--- src/sv/spbm_pkg.sv ---
// ----------------------------------------------------------------------------
// Spectrum band mask package
// Shared constants, register codes, configuration and chain record types,
// and the CORDIC arctangent table.
// ----------------------------------------------------------------------------
package spbm_pkg;

  localparam int MAX_BINS      = 4096;
  localparam int CORDIC_STAGES = 16;
  localparam int SQRT_STEPS    = 32;
  localparam int CELLS         = SQRT_STEPS;
  localparam int CELL_IDX_W    = $clog2(CELLS);

  localparam int COUNT_W     = 13;
  localparam int INDEX_W     = 12;
  localparam int DATA_W      = 32;
  localparam int PHASE_W     = 16;
  localparam int CORDIC_W    = 36;
  localparam int ROOT_W      = 64;
  localparam int REG_INDEX_W = 3;

  localparam logic [DATA_W-1:0] ANGLE_PI   = 32'h8000_0000;
  localparam logic [DATA_W-1:0] ROUND_HALF = 32'h0000_8000;
  localparam logic [DATA_W-1:0] REAL_MAX   = 32'h7FFF_FFFF;

  typedef enum logic [REG_INDEX_W-1:0] {
    REG_BIN_COUNT           = 3'd0,
    REG_KEEP_FROM           = 3'd1,
    REG_KEEP_TO             = 3'd2,
    REG_ERASE_PHASE         = 3'd3,
    REG_AMPLITUDE_THRESHOLD = 3'd4
  } cfg_reg_t;

  typedef struct packed {
    logic [COUNT_W-1:0] bin_count;
    logic [COUNT_W-1:0] keep_from;
    logic [COUNT_W-1:0] keep_to;
    logic               erase_phase;
    logic [DATA_W-1:0]  amplitude_threshold;
  } cfg_t;

  typedef struct packed {
    logic                       valid;
    logic                       keep;
    logic                       erase;
    logic                       phase_zero;
    logic signed [DATA_W-1:0]   re;
    logic signed [DATA_W-1:0]   im;
    logic [ROOT_W-1:0]          rem;
    logic [ROOT_W-1:0]          root;
    logic signed [CORDIC_W-1:0] cx;
    logic signed [CORDIC_W-1:0] cy;
    logic [DATA_W-1:0]          acc;
  } chain_t;

  function automatic logic [DATA_W-1:0] atan_angle(input logic [CELL_IDX_W-1:0] idx);
    logic [DATA_W-1:0] a;
    case (idx)
      5'd0:  a = 32'h20000000;
      5'd1:  a = 32'h12E4051E;
      5'd2:  a = 32'h09FB385B;
      5'd3:  a = 32'h051111D4;
      5'd4:  a = 32'h028B0D43;
      5'd5:  a = 32'h0145D7E1;
      5'd6:  a = 32'h00A2F61E;
      5'd7:  a = 32'h00517C55;
      5'd8:  a = 32'h0028BE53;
      5'd9:  a = 32'h00145F2F;
      5'd10: a = 32'h000A2F98;
      5'd11: a = 32'h000517CC;
      5'd12: a = 32'h00028BE6;
      5'd13: a = 32'h000145F3;
      5'd14: a = 32'h0000A2FA;
      5'd15: a = 32'h0000517D;
      5'd16: a = 32'h000028BE;
      5'd17: a = 32'h0000145F;
      5'd18: a = 32'h00000A30;
      5'd19: a = 32'h00000518;
      5'd20: a = 32'h0000028C;
      5'd21: a = 32'h00000146;
      5'd22: a = 32'h000000A3;
      5'd23: a = 32'h00000051;
      5'd24: a = 32'h00000029;
      5'd25: a = 32'h00000014;
      5'd26: a = 32'h0000000A;
      5'd27: a = 32'h00000005;
      5'd28: a = 32'h00000003;
      5'd29: a = 32'h00000001;
      5'd30: a = 32'h00000001;
      default: a = '0;
    endcase
    return a;
  endfunction

endpackage

--- src/sv/spbm_if.sv ---


interface spbm_out_if;
  import spbm_pkg::*;

  logic                      valid;
  logic                      ready;
  logic signed [DATA_W-1:0]  kept_real;
  logic signed [DATA_W-1:0]  kept_imag;
  logic [DATA_W-1:0]         amplitude;
  logic signed [PHASE_W-1:0] phase;

  modport source (output valid, kept_real, kept_imag, amplitude, phase, input ready);
  modport sink (input valid, kept_real, kept_imag, amplitude, phase, output ready);
endinterface

--- src/sv/spbm_back.sv ---
// ----------------------------------------------------------------------------
// Spectrum band mask back end
// Masking of outputs, saturation, threshold test, phase rounding and the
// output register that holds a result until taken.
// ----------------------------------------------------------------------------
module spbm_back (
  input  logic             clk,
  input  logic             rst,
  input  spbm_pkg::cfg_t   cfg,
  input  spbm_pkg::chain_t tail,
  output logic             advance,
  spbm_out_if.source       polar
);
  import spbm_pkg::*;

  logic [DATA_W-1:0]         mag, amp, rounded;
  logic signed [DATA_W-1:0]  kr, ki;
  logic signed [PHASE_W-1:0] ph;

  assign advance = !polar.valid || polar.ready;

  always_comb begin
    mag     = tail.root[DATA_W-1:0];
    rounded = tail.acc + ROUND_HALF;
    kr      = '0;
    ki      = '0;
    amp     = '0;
    ph      = '0;
    if (tail.keep) begin
      amp = mag;
      if (tail.erase) begin
        kr = mag[DATA_W-1] ? REAL_MAX : mag;
      end else begin
        kr = tail.re;
        ki = tail.im;
      end
      if (!tail.phase_zero) begin
        ph = rounded[DATA_W-1 -: PHASE_W];
      end
    end
    if (amp < cfg.amplitude_threshold) begin
      amp = '0;
      ph  = '0;
    end
  end

  always_ff @(posedge clk) begin
    if (rst) begin
      polar.valid <= 1'b0;
    end else if (advance) begin
      polar.valid     <= tail.valid;
      polar.kept_real <= kr;
      polar.kept_imag <= ki;
      polar.amplitude <= amp;
      polar.phase     <= ph;
    end
  end

endmodule

--- src/flat_wrapper.sv ---
// flat-port wrapper written by rule: the top's interface ports become plain ports
module spbm_back_flat import spbm_pkg::*;
  (clk, rst, cfg, tail, advance, polar_valid, polar_kept_real, polar_kept_imag, polar_amplitude, polar_phase, polar_ready);
  spbm_out_if polar_i ();
  input  logic clk;
  input  logic rst;
  input  spbm_pkg::cfg_t cfg;
  input  spbm_pkg::chain_t tail;
  output logic advance;
  output wire logic [$bits(polar_i.valid)-1:0] polar_valid;
  output wire logic [$bits(polar_i.kept_real)-1:0] polar_kept_real;
  output wire logic [$bits(polar_i.kept_imag)-1:0] polar_kept_imag;
  output wire logic [$bits(polar_i.amplitude)-1:0] polar_amplitude;
  output wire logic [$bits(polar_i.phase)-1:0] polar_phase;
  input wire logic [$bits(polar_i.ready)-1:0] polar_ready;
  assign polar_valid = polar_i.valid;
  assign polar_kept_real = polar_i.kept_real;
  assign polar_kept_imag = polar_i.kept_imag;
  assign polar_amplitude = polar_i.amplitude;
  assign polar_phase = polar_i.phase;
  assign polar_i.ready = polar_ready;
  spbm_back u_core (.clk(clk), .rst(rst), .cfg(cfg), .tail(tail), .advance(advance), .polar(polar_i));
endmodule
--- config.mk ---
export PLATFORM = sky130hd
export DESIGN_NAME = spbm_back_flat
export DESIGN_NICKNAME = d
export VERILOG_FILES = /design/src/sv/spbm_pkg.sv /design/src/sv/spbm_if.sv /design/src/sv/spbm_back.sv /design/src/flat_wrapper.sv
export SDC_FILE = /design/constraint.sdc
export NUM_CORES = 1
export LEC_CHECK = 0
export BUFFER_PORTS_ARGS = -buffer_cell sky130_fd_sc_hd__buf_4
export CORE_AREA = 3 3 187 189
export CTS_CLUSTER_DIAMETER = 80
export DETAILED_ROUTE_END_ITERATION = 8
export DIE_AREA = 0 0 190 192
export GPL_TIMING_DRIVEN = 1
export HOLD_SLACK_MARGIN = 0.15
export PLACE_DENSITY_LB_ADDON = 0.08
export SLEW_MARGIN = 20
export SYNTH_ARGS = -nofsm -noshare
export SYNTH_HDL_FRONTEND = slang
export SYNTH_SLANG_ARGS = --single-unit
--- constraint.sdc ---
create_clock -name clk -period 6.95 [get_ports clk]
set_clock_uncertainty 0.2 [all_clocks]
set_input_delay 0.3475 -clock clk [delete_from_list [all_inputs] [get_ports clk]]
set_output_delay 0.3475 -clock clk [all_outputs]
set_load 0.005 [all_outputs]
==> impl_metrics.tcl <==
set metrics [dict create \
    max_freq_mhz 305 \
    met3_length_um 2000 \
    grt_max_degree 68 \
    arrival_ns 3.20 \
    ctsResizeCount 0 \
    drcViolationCount 0 \
    die_h_um 192 \
    ys_seq_elements 113 \
    cp-end-kind "register" \
    nNetsFinal 1277 \
    critPathLaunchType "primary input" \
    core_um2 33400 \
    final_common_cell "buf_4" \
    p_per_area_nw_per_um2 201 \
    cts_tree "built" \
    routedWlPerCell_um 16.4 \
    cp_max_fo 65 \
    hold_violations 0 \
    synth_cell_types 36 \
    dpl.hpwl_um 15400 \
    die_area_um2 36500 \
    ctsRootBufferMaster "clkbuf_16" \
    wl_met2_um 10200 \
    synth_area_um2 5860 \
    dr.first_iter.drc_count 134 \
    cp.required_ns 6.87 \
    antenna_found_initial 0 \
    clockBufferDepth 2 \
    insertion_delay_ns 0.42 \
    clk_pin_slew_ns 0.05 \
    htreeDepth 4 \
    gp_congestion 0.773 \
    status "completed" \
    drive_above_1_share_pct 35.1 \
    wl_met1_um 9510 \
    rsz0062_at_grt "no" \
    yosysWarnings 0 \
    ios 489 \
    peakVddDrop_uv 158 \
    drt_pass1_iterations 4 \
    ys_seq_area_share_pct 57.7 \
    cts_hold_buf 104 \
    cts_made_buffers 17 \
    fin_tns_setup_ns 0 \
    hold_class "primary input to register" \
    syn_to_final_growth_pct 69.2 \
    synth_nets 916 \
    worst_pin_slew_ns 0.935 \
    row_count 67 \
    start_util_pct 17.5 \
    avgSynthCellArea_um2 11.5 \
    post_cts_buffers 0 \
    period_minus_slack_ns 3.27 \
    timing.max_slew.rel_slack_pct 37.6 \
    setup_viol 0 \
    grt_overflow 0 \
    maxUsedRoutingLayer "met4" \
    clock-sinks 113 \
    timing.final.crit_share_pct 47.1 \
    grt_use_total_pct 11.8 \
    max-cap-violations 0 \
    worst-setup-path-type "primary input to register" \
    die_x_um 190 \
    grt_pass1_wl_um 32100 \
    vias 5195 \
    wl_um 21800 \
    power_uw 2000 \
    syn_inst 509 \
    detail-route-antenna-nets 0 \
    drv_slew 0 \
    vias_per_cell 3.91 \
    leakage_uw 0.00417 \
    fillCellCount 3500 \
    portBuffers 265 \
    mostFrequentLayoutCells "270 x buf_4, 112 x edfxtp_1, 104 x dlygate4sd3_1" \
    grt_pass1_vias 5530 \
    n_antenna_cell 0 \
]
## flip-flops by register name, summed over array words and instances (netlist names)
signal / cells
u_core.polar.phase: 16
u_core.polar.valid: 1
u_core.polar.kept_imag: 32
u_core.polar.kept_real: 32
u_core.polar.amplitude: 32
## cells by family (layout without fill, tap and decap cells)
kind of cell | after synthesis | after routing | synth area share [%]
and+or+nand+nor | 148 | 148 | 13.4
xor gates and xnor gates | 15 | 15 | 2.24
DFF | 113 | 113 | 57.7
adders and majority gates | 32 | 32 | 6.83
AOI/OAI and AO/OA | 136 | 136 | 15.2
buffers and inverters | 65 | 438 | 4.65
## per-stage QoR
stage                     util, %  cells  setup slack, ns  area [um^2]  hold WS [ns]
final                        29.7   1330             3.68         9920         0.165
after global routing         29.7   1330             3.37         9920         0.154
after CTS                    29.7   1330             3.62         9920         0.152
after detailed placement     24.9   1195             3.16         8330         0.358
after global placement       24.9   1195             3.19         8330         0.336
after floorplan                 -    509             1.05         5860         0.220
## cell usage after synthesis (all sizes together)
cell type,instances,area share (%)
clkbuf,25,1.6
ha,32,6.8
o21ai,34,2.9
and2,64,6.8
a21oi,45,3.8
o21a,1,0.13
a21o,3,0.38
a21boi,32,4.1
nor2,42,2.7
nand2,14,0.90
and4,3,0.45
edfxtp,112,57
nor3,2,0.17
a2111oi,1,0.26
a211oi,17,2.9
inv,33,2.1
and3,1,0.11
o41ai,1,0.28
o2bb2ai,1,0.15
xnor2,9,1.3
nand2b,1,0.11
xor2,6,0.90
a221o,1,0.17
nor4,3,0.43
buf,7,0.92
nand4,7,0.75
dfxtp,1,0.34
nor2b,2,0.21
nand3,9,0.77
## where the power goes
part	internal, uW	switching, uW	leakage, uW
sequential	802	13.0	0.00112
clock	520	325	0.000263
combinational	188	149	0.00278
## worst max-delay path: stages
cell      delay (ns)
buf_4           0.49
and2_1          0.27
ha_1            0.27
a21oi_1         0.14
o21ai_0         0.12
a221o_1         0.37
a211oi_4        0.35
buf_4           0.56
a21boi_0        0.21
## final timing paths
check	cells past startpoint	slack, ns	endpoint	startpoint
max	9	3.68	u_core.polar.amplitude[23]	tail[298]
min reg2reg	4	1.03	u_core.polar.valid	u_core.polar.valid
min	3	0.16	u_core.polar.kept_real[23]	tail[127]
max reg2reg	4	4.35	u_core.polar.kept_imag[1]	u_core.polar.valid
## final cells by class
type	count	area, um^2	share of cell area [%]
clock inverter	12	119	1.20
tap	448	561	5.65
inverter	33	124	1.25
sequential	113	3380	34.1
multi-input combinational	331	2230	22.5
timing repair buffer	374	3070	30.9
clock buffer	19	433	4.36
## routing by layer
layer	global-route usage, %	vias to the layer above
met2	19.2	188
met4	2.90	0
met3	5.57	6
met5	0	-
li1	-	2550
met1	14.0	2451
No activity file was read; power rests on OpenSTA's default activity.
