File: config.mk
export PLATFORM = sky130hd
export DESIGN_NAME = spbm_front_flat
export DESIGN_NICKNAME = d
export VERILOG_FILES = /design/src/sv/spbm_pkg.sv /design/src/sv/spbm_if.sv /design/src/sv/spbm_front.sv /design/src/flat_wrapper.sv
export SDC_FILE = /design/constraint.sdc
export NUM_CORES = 2
export LEC_CHECK = 0
export ABC_AREA = 1
export BUFFER_PORTS_ARGS = -buffer_cell sky130_fd_sc_hd__buf_2
export CORE_ASPECT_RATIO = 1.25
export CORE_MARGIN = 2
export CORE_UTILIZATION = 59
export DETAILED_ROUTE_END_ITERATION = 10
export MAX_ROUTING_LAYER = met4
export PLACE_DENSITY = 0.89
export RECOVER_POWER = 50
export SYNTH_ARGS = -nofsm -noshare
export SYNTH_HDL_FRONTEND = slang
export SYNTH_SLANG_ARGS = --single-unit
File: constraint.sdc
create_clock -name clk -period 33.6 [get_ports clk]
set_clock_uncertainty 0.05 [all_clocks]
set_input_delay 3.36 -clock clk [delete_from_list [all_inputs] [get_ports clk]]
set_output_delay 3.36 -clock clk [all_outputs]
set_load 0.01 [all_outputs]
File: src/sv/spbm_pkg.sv
// ----------------------------------------------------------------------------
// Spectrum band mask package
// Shared constants, register codes, configuration and chain record types,
// and the CORDIC arctangent table.
// ----------------------------------------------------------------------------
package spbm_pkg;

  localparam int MAX_BINS      = 4096;
  localparam int CORDIC_STAGES = 16;
  localparam int SQRT_STEPS    = 32;
  localparam int CELLS         = SQRT_STEPS;
  localparam int CELL_IDX_W    = $clog2(CELLS);

  localparam int COUNT_W     = 13;
  localparam int INDEX_W     = 12;
  localparam int DATA_W      = 32;
  localparam int PHASE_W     = 16;
  localparam int CORDIC_W    = 36;
  localparam int ROOT_W      = 64;
  localparam int REG_INDEX_W = 3;

  localparam logic [DATA_W-1:0] ANGLE_PI   = 32'h8000_0000;
  localparam logic [DATA_W-1:0] ROUND_HALF = 32'h0000_8000;
  localparam logic [DATA_W-1:0] REAL_MAX   = 32'h7FFF_FFFF;

  typedef enum logic [REG_INDEX_W-1:0] {
    REG_BIN_COUNT           = 3'd0,
    REG_KEEP_FROM           = 3'd1,
    REG_KEEP_TO             = 3'd2,
    REG_ERASE_PHASE         = 3'd3,
    REG_AMPLITUDE_THRESHOLD = 3'd4
  } cfg_reg_t;

  typedef struct packed {
    logic [COUNT_W-1:0] bin_count;
    logic [COUNT_W-1:0] keep_from;
    logic [COUNT_W-1:0] keep_to;
    logic               erase_phase;
    logic [DATA_W-1:0]  amplitude_threshold;
  } cfg_t;

  typedef struct packed {
    logic                       valid;
    logic                       keep;
    logic                       erase;
    logic                       phase_zero;
    logic signed [DATA_W-1:0]   re;
    logic signed [DATA_W-1:0]   im;
    logic [ROOT_W-1:0]          rem;
    logic [ROOT_W-1:0]          root;
    logic signed [CORDIC_W-1:0] cx;
    logic signed [CORDIC_W-1:0] cy;
    logic [DATA_W-1:0]          acc;
  } chain_t;

  function automatic logic [DATA_W-1:0] atan_angle(input logic [CELL_IDX_W-1:0] idx);
    logic [DATA_W-1:0] a;
    case (idx)
      5'd0:  a = 32'h20000000;
      5'd1:  a = 32'h12E4051E;
      5'd2:  a = 32'h09FB385B;
      5'd3:  a = 32'h051111D4;
      5'd4:  a = 32'h028B0D43;
      5'd5:  a = 32'h0145D7E1;
      5'd6:  a = 32'h00A2F61E;
      5'd7:  a = 32'h00517C55;
      5'd8:  a = 32'h0028BE53;
      5'd9:  a = 32'h00145F2F;
      5'd10: a = 32'h000A2F98;
      5'd11: a = 32'h000517CC;
      5'd12: a = 32'h00028BE6;
      5'd13: a = 32'h000145F3;
      5'd14: a = 32'h0000A2FA;
      5'd15: a = 32'h0000517D;
      5'd16: a = 32'h000028BE;
      5'd17: a = 32'h0000145F;
      5'd18: a = 32'h00000A30;
      5'd19: a = 32'h00000518;
      5'd20: a = 32'h0000028C;
      5'd21: a = 32'h00000146;
      5'd22: a = 32'h000000A3;
      5'd23: a = 32'h00000051;
      5'd24: a = 32'h00000029;
      5'd25: a = 32'h00000014;
      5'd26: a = 32'h0000000A;
      5'd27: a = 32'h00000005;
      5'd28: a = 32'h00000003;
      5'd29: a = 32'h00000001;
      5'd30: a = 32'h00000001;
      default: a = '0;
    endcase
    return a;
  endfunction

endpackage

File: src/sv/spbm_if.sv
// ----------------------------------------------------------------------------
// Spectrum band mask channels
// Valid/ready channels for incoming bins and for masked polar results.
// ----------------------------------------------------------------------------
interface spbm_in_if;
  import spbm_pkg::*;

  logic                     valid;
  logic                     ready;
  logic [INDEX_W-1:0]       bin_index;
  logic signed [DATA_W-1:0] real_part;
  logic signed [DATA_W-1:0] imag_part;

  modport source (output valid, bin_index, real_part, imag_part, input ready);
  modport sink (input valid, bin_index, real_part, imag_part, output ready);
endinterface


File: src/sv/spbm_front.sv
// ----------------------------------------------------------------------------
// Spectrum band mask front end
// Band decision, CORDIC pre-rotation, squaring and sum of squares ahead of
// the cell chain.
// ----------------------------------------------------------------------------
module spbm_front (
  input  logic            clk,
  input  logic            rst,
  input  logic            advance,
  input  spbm_pkg::cfg_t  cfg,
  spbm_in_if.sink         spectrum,
  output spbm_pkg::chain_t head
);
  import spbm_pkg::*;

  logic [COUNT_W-1:0] n, lo, hi, mir_lo, mir_hi, k;
  logic               keep;
  logic [DATA_W-1:0]  ar, ai;
  chain_t             entry;

  chain_t             st_a;
  logic [DATA_W-1:0]  ar_a, ai_a;
  chain_t             st_b;
  logic [ROOT_W-1:0]  sq_r, sq_i;
  chain_t             head_next;

  assign spectrum.ready = advance && !rst;

  always_comb begin
    n      = (cfg.bin_count > COUNT_W'(MAX_BINS)) ? COUNT_W'(MAX_BINS) : cfg.bin_count;
    lo     = (cfg.keep_from > n) ? n : cfg.keep_from;
    hi     = (cfg.keep_to > n) ? n : cfg.keep_to;
    mir_lo = n - hi;
    mir_hi = n - lo;
    k      = COUNT_W'(spectrum.bin_index);
    keep   = (lo <= k && k <= hi) || (mir_lo <= k && k <= mir_hi);
    ar     = spectrum.real_part[DATA_W-1] ? (~spectrum.real_part + 1'b1) : spectrum.real_part;
    ai     = spectrum.imag_part[DATA_W-1] ? (~spectrum.imag_part + 1'b1) : spectrum.imag_part;

    entry            = '0;
    entry.valid      = spectrum.valid;
    entry.keep       = keep;
    entry.erase      = cfg.erase_phase;
    entry.phase_zero = cfg.erase_phase ||
                       (spectrum.real_part == '0 && spectrum.imag_part == '0);
    entry.re         = spectrum.real_part;
    entry.im         = spectrum.imag_part;
    if (spectrum.real_part[DATA_W-1]) begin
      entry.cx  = -CORDIC_W'(spectrum.real_part);
      entry.cy  = -CORDIC_W'(spectrum.imag_part);
      entry.acc = ANGLE_PI;
    end else begin
      entry.cx  = CORDIC_W'(spectrum.real_part);
      entry.cy  = CORDIC_W'(spectrum.imag_part);
      entry.acc = '0;
    end
  end

  always_comb begin
    head_next      = st_b;
    head_next.rem  = sq_r + sq_i;
    head_next.root = '0;
  end

  always_ff @(posedge clk) begin
    if (rst) begin
      st_a.valid <= 1'b0;
      st_b.valid <= 1'b0;
      head.valid <= 1'b0;
    end else if (advance) begin
      st_a <= entry;
      ar_a <= ar;
      ai_a <= ai;
      st_b <= st_a;
      sq_r <= ROOT_W'(ar_a) * ROOT_W'(ar_a);
      sq_i <= ROOT_W'(ai_a) * ROOT_W'(ai_a);
      head <= head_next;
    end
  end

endmodule

File: src/flat_wrapper.sv
// flat-port wrapper written by rule: the top's interface ports become plain ports
module spbm_front_flat import spbm_pkg::*;
  (clk, rst, advance, cfg, head, spectrum_valid, spectrum_bin_index, spectrum_real_part, spectrum_imag_part, spectrum_ready);
  spbm_in_if spectrum_i ();
  input  logic clk;
  input  logic rst;
  input  logic advance;
  input  spbm_pkg::cfg_t cfg;
  output spbm_pkg::chain_t head;
  input wire logic [$bits(spectrum_i.valid)-1:0] spectrum_valid;
  input wire logic [$bits(spectrum_i.bin_index)-1:0] spectrum_bin_index;
  input wire logic [$bits(spectrum_i.real_part)-1:0] spectrum_real_part;
  input wire logic [$bits(spectrum_i.imag_part)-1:0] spectrum_imag_part;
  output wire logic [$bits(spectrum_i.ready)-1:0] spectrum_ready;
  assign spectrum_i.valid = spectrum_valid;
  assign spectrum_i.bin_index = spectrum_bin_index;
  assign spectrum_i.real_part = spectrum_real_part;
  assign spectrum_i.imag_part = spectrum_imag_part;
  assign spectrum_ready = spectrum_i.ready;
  spbm_front u_core (.clk(clk), .rst(rst), .advance(advance), .cfg(cfg), .spectrum(spectrum_i), .head(head));
endmodule
==> flow_summary.ini <==
[sta]
rsz0062_at_grt = no
tightest_slew_ns = 3.47
finalSetupViolCount = 0
slew_headroom = -1.31
final_hold_viol_count = 0
report.final.slew_viol_count = 1285
finalCritPeriodShare = 0.301
fin_crit_ns = 10.11
fmax_ghz = 0.0989
tns_ns = 0

[clocking]
path_clk_slew_ns = 0.07
h-tree-depth = 2
root_buffer = clkbuf_16
postCtsHoldBufs = 0
cts_resized = 0
cts_sinks = 633
tritoncts = yes
cts_buffers = 59
post-cts-setup-buffers = 0
clock_latency_ns = 0.71
clockBufferDepth = 3

[global_routing]
antenna_found_initial = 6
grt_pass1_wl_um = 416000
grt_pass1_vias = 78300
grt_max_degree = 147
grt-ovfl-total = 0
grt_use_total = 0.354

[critical_path]
worst_path_max_delay_cell = clkbuf_1
worstReg2RegStart = u_core.ar_a[4]$_DFFE_PP_
slowest_delay_ns = 2.54
path_cells = clkbuf_1 > inv_1 > nor2_1 > clkbuf_1 > buf_4 > buf_12 > buf_4
critPathMaxFanout = 146
end_kind = register
critical_path_required_ns = 33.84
critPathLaunch = advance
crit_family = buffers and inverters
critPathLaunchType = input port
critPathBufInv = 6
worst_ep_arrival_time_ns = 10.35
critPathKind = in -> reg

[flow_run]
maxCapViolCount = 36

[drt]
routed_wl_um = 266000
drc = 0
dr_total_vias = 70600
detail_route.first_pass.iterations = 9
avgRoutedWirePerCell_um = 21.3
vias_per_cell = 5.64
drtIter0Drc = 6205
detail-route-antenna-nets = 0

[yosys]
ys.flop_type = edfxtp_1
async_flop_share = 0
avgSynthCellArea_um2 = 8.96
syn-cell-area_um2 = 91300
syn_inst = 10200
ys.warnings.count = 0
ys_types = 51
synth_edf_count = 630
ys_ff_latch = 633
yosysSeqAreaShare = 0.208

[min_path]
min_from = u_core.head_next[69]$_DFFE_PP_
min_path_type = reg -> reg

[finish]
layout_commonest_cell = inv_1
fin_nets = 12900
final_cell_mix = 2,887 x inv_1, 1,984 x nand2_1, 1,586 x fa_1, 758 x ha_1, 630 x edfxtp_1
drive_above_1_share = 0.0319
nFillCells = 11900
syn2layout_area_growth_pct = 5.37

[placement]
port_buffers = 325
place_hpwl_um = 212000
gp_congestion = 1.04

[die]
rows = 161
core_area_um2 = 154000
die_h_um = 444
die_x_um = 356
initial_core_util = 0.594
dieArea_um2 = 158000
pin_count = 453

[status]
violations = capacitance limit, slew limit
status = finished with violations
-- stage by stage --
step / std cells / setup slack [ns] / instance area [µm²] / utilization / hold WS, ns
3_3_place_gp: 12400 / 24.46 / 94800 / 0.616 / 0.351
3_5_place_dp: 12400 / 24.48 / 94800 / 0.616 / 0.355
2_1_floorplan: 10300 / 0.495 / 91700 / - / 0.350
6_report: 12500 / 23.49 / 96200 / 0.625 / 0.324
5_1_grt: 12500 / 23.13 / 96200 / 0.625 / 0.333
4_1_cts: 12500 / 25.17 / 96700 / 0.629 / 0.319
-- worst register-to-register path, delay by kind of cell (launching register included) --
kind	cells	cell delay, ns
adder cells (fa/ha/maj)	9	4.24
AND/OR/NAND/NOR	5	0.76
buffers and inverters	3	2.00
AO/OA/AOI/OAI	5	1.66
flip-flops	1	0.34
XOR/XNOR	1	0.31
-- sequential cells by signal (all words and copies together) (netlist names) --
register	cells
u_core.head_next	136
u_core.sq_r	63
u_core.sq_i	63
u_core.head	202
u_core.ai_a	32
u_core.ar_a	31
u_core.st_a	106
-- Yosys cell counts, types with 4 or more instances --
master,n,area (µm²)
clkbuf_1,197,739
o21a_1,7,52.6
a21boi_0,10,75.1
buf_1,28,105
fa_1,1586,31800
xnor2_1,64,561
nand3_2,5,50.1
ha_1,758,9480
nor2_2,18,113
nand4_1,65,407
inv_1,2885,10800
edfxtp_1,630,18900
nor4_1,15,93.8
buf_4,98,736
nor3_1,57,285
nand2_1,1977,7420
o21ai_2,15,131
nor3_2,7,70.1
nor2_1,513,1930
o211ai_2,4,50.1
o21ai_1,6,30.0
a31oi_1,21,131
a21o_1,20,150
o21ai_0,291,1460
inv_2,22,82.6
a31o_2,16,140
a21oi_1,316,1580
and3_1,8,50.1
nand2_2,22,138
nand3_1,225,1130
or2_2,14,87.6
o31ai_1,5,37.5
xor2_1,210,1840
o21bai_1,54,405
-- layout make-up --
| type | count | area (µm²) | share of cell area |
|---|---|---|---|
| inverters | 2907 | 10900 | 0.113 |
| multi-input cells | 6428 | 60100 | 0.625 |
| repair buffers | 398 | 1770 | 0.0184 |
| well taps | 2037 | 2550 | 0.0265 |
| clock buffers | 69 | 1510 | 0.0157 |
| flip-flops and latches | 633 | 19000 | 0.197 |
| clock inverters | 41 | 384 | 0.00399 |
| diodes | 4 | 10.0 | 0.000104 |
-- path summary, 6_finish.rpt --
check | end | slack (ns) | cells after the start
max | u_core.ai_a[30]$_DFFE_PP_ | 23.49 | 7
max reg2reg | u_core.sq_r[60]$_DFFE_PP_ | 23.97 | 23
min reg2reg | u_core.head[69]$_DFFE_PP_ | 0.32 | 0
min | u_core.head[69]$_DFFE_PP_ | 0.32 | 0
-- per-layer routing --
layer	up-vias	part of all wire	GRT usage
met5	-	0	-
met4	0	0.093	0.272
met3	1643	0.088	0.0670
met2	4229	0.49	0.583
met1	34100	0.33	0.377
li1	30600	-	-
-- kinds of logic (layout without fill, tap and decap cells) --
group / count (synthesis) / after routing / synth area share
xor gates and xnor gates: 274 / 274 / 0.0263
adders and majority gates: 2344 / 2344 / 0.451
DFF: 633 / 633 / 0.208
buffers and inverters: 3234 / 3415 / 0.137
and+or+nand+nor: 2941 / 2941 / 0.130
other: 1 / 103 / 0.0000411
AOI/OAI and AO/OA: 770 / 770 / 0.0469
Power is left out: the tool's default activity adds up to more than one toggle a clock period on the data nets, which glitch-free logic cannot reach.
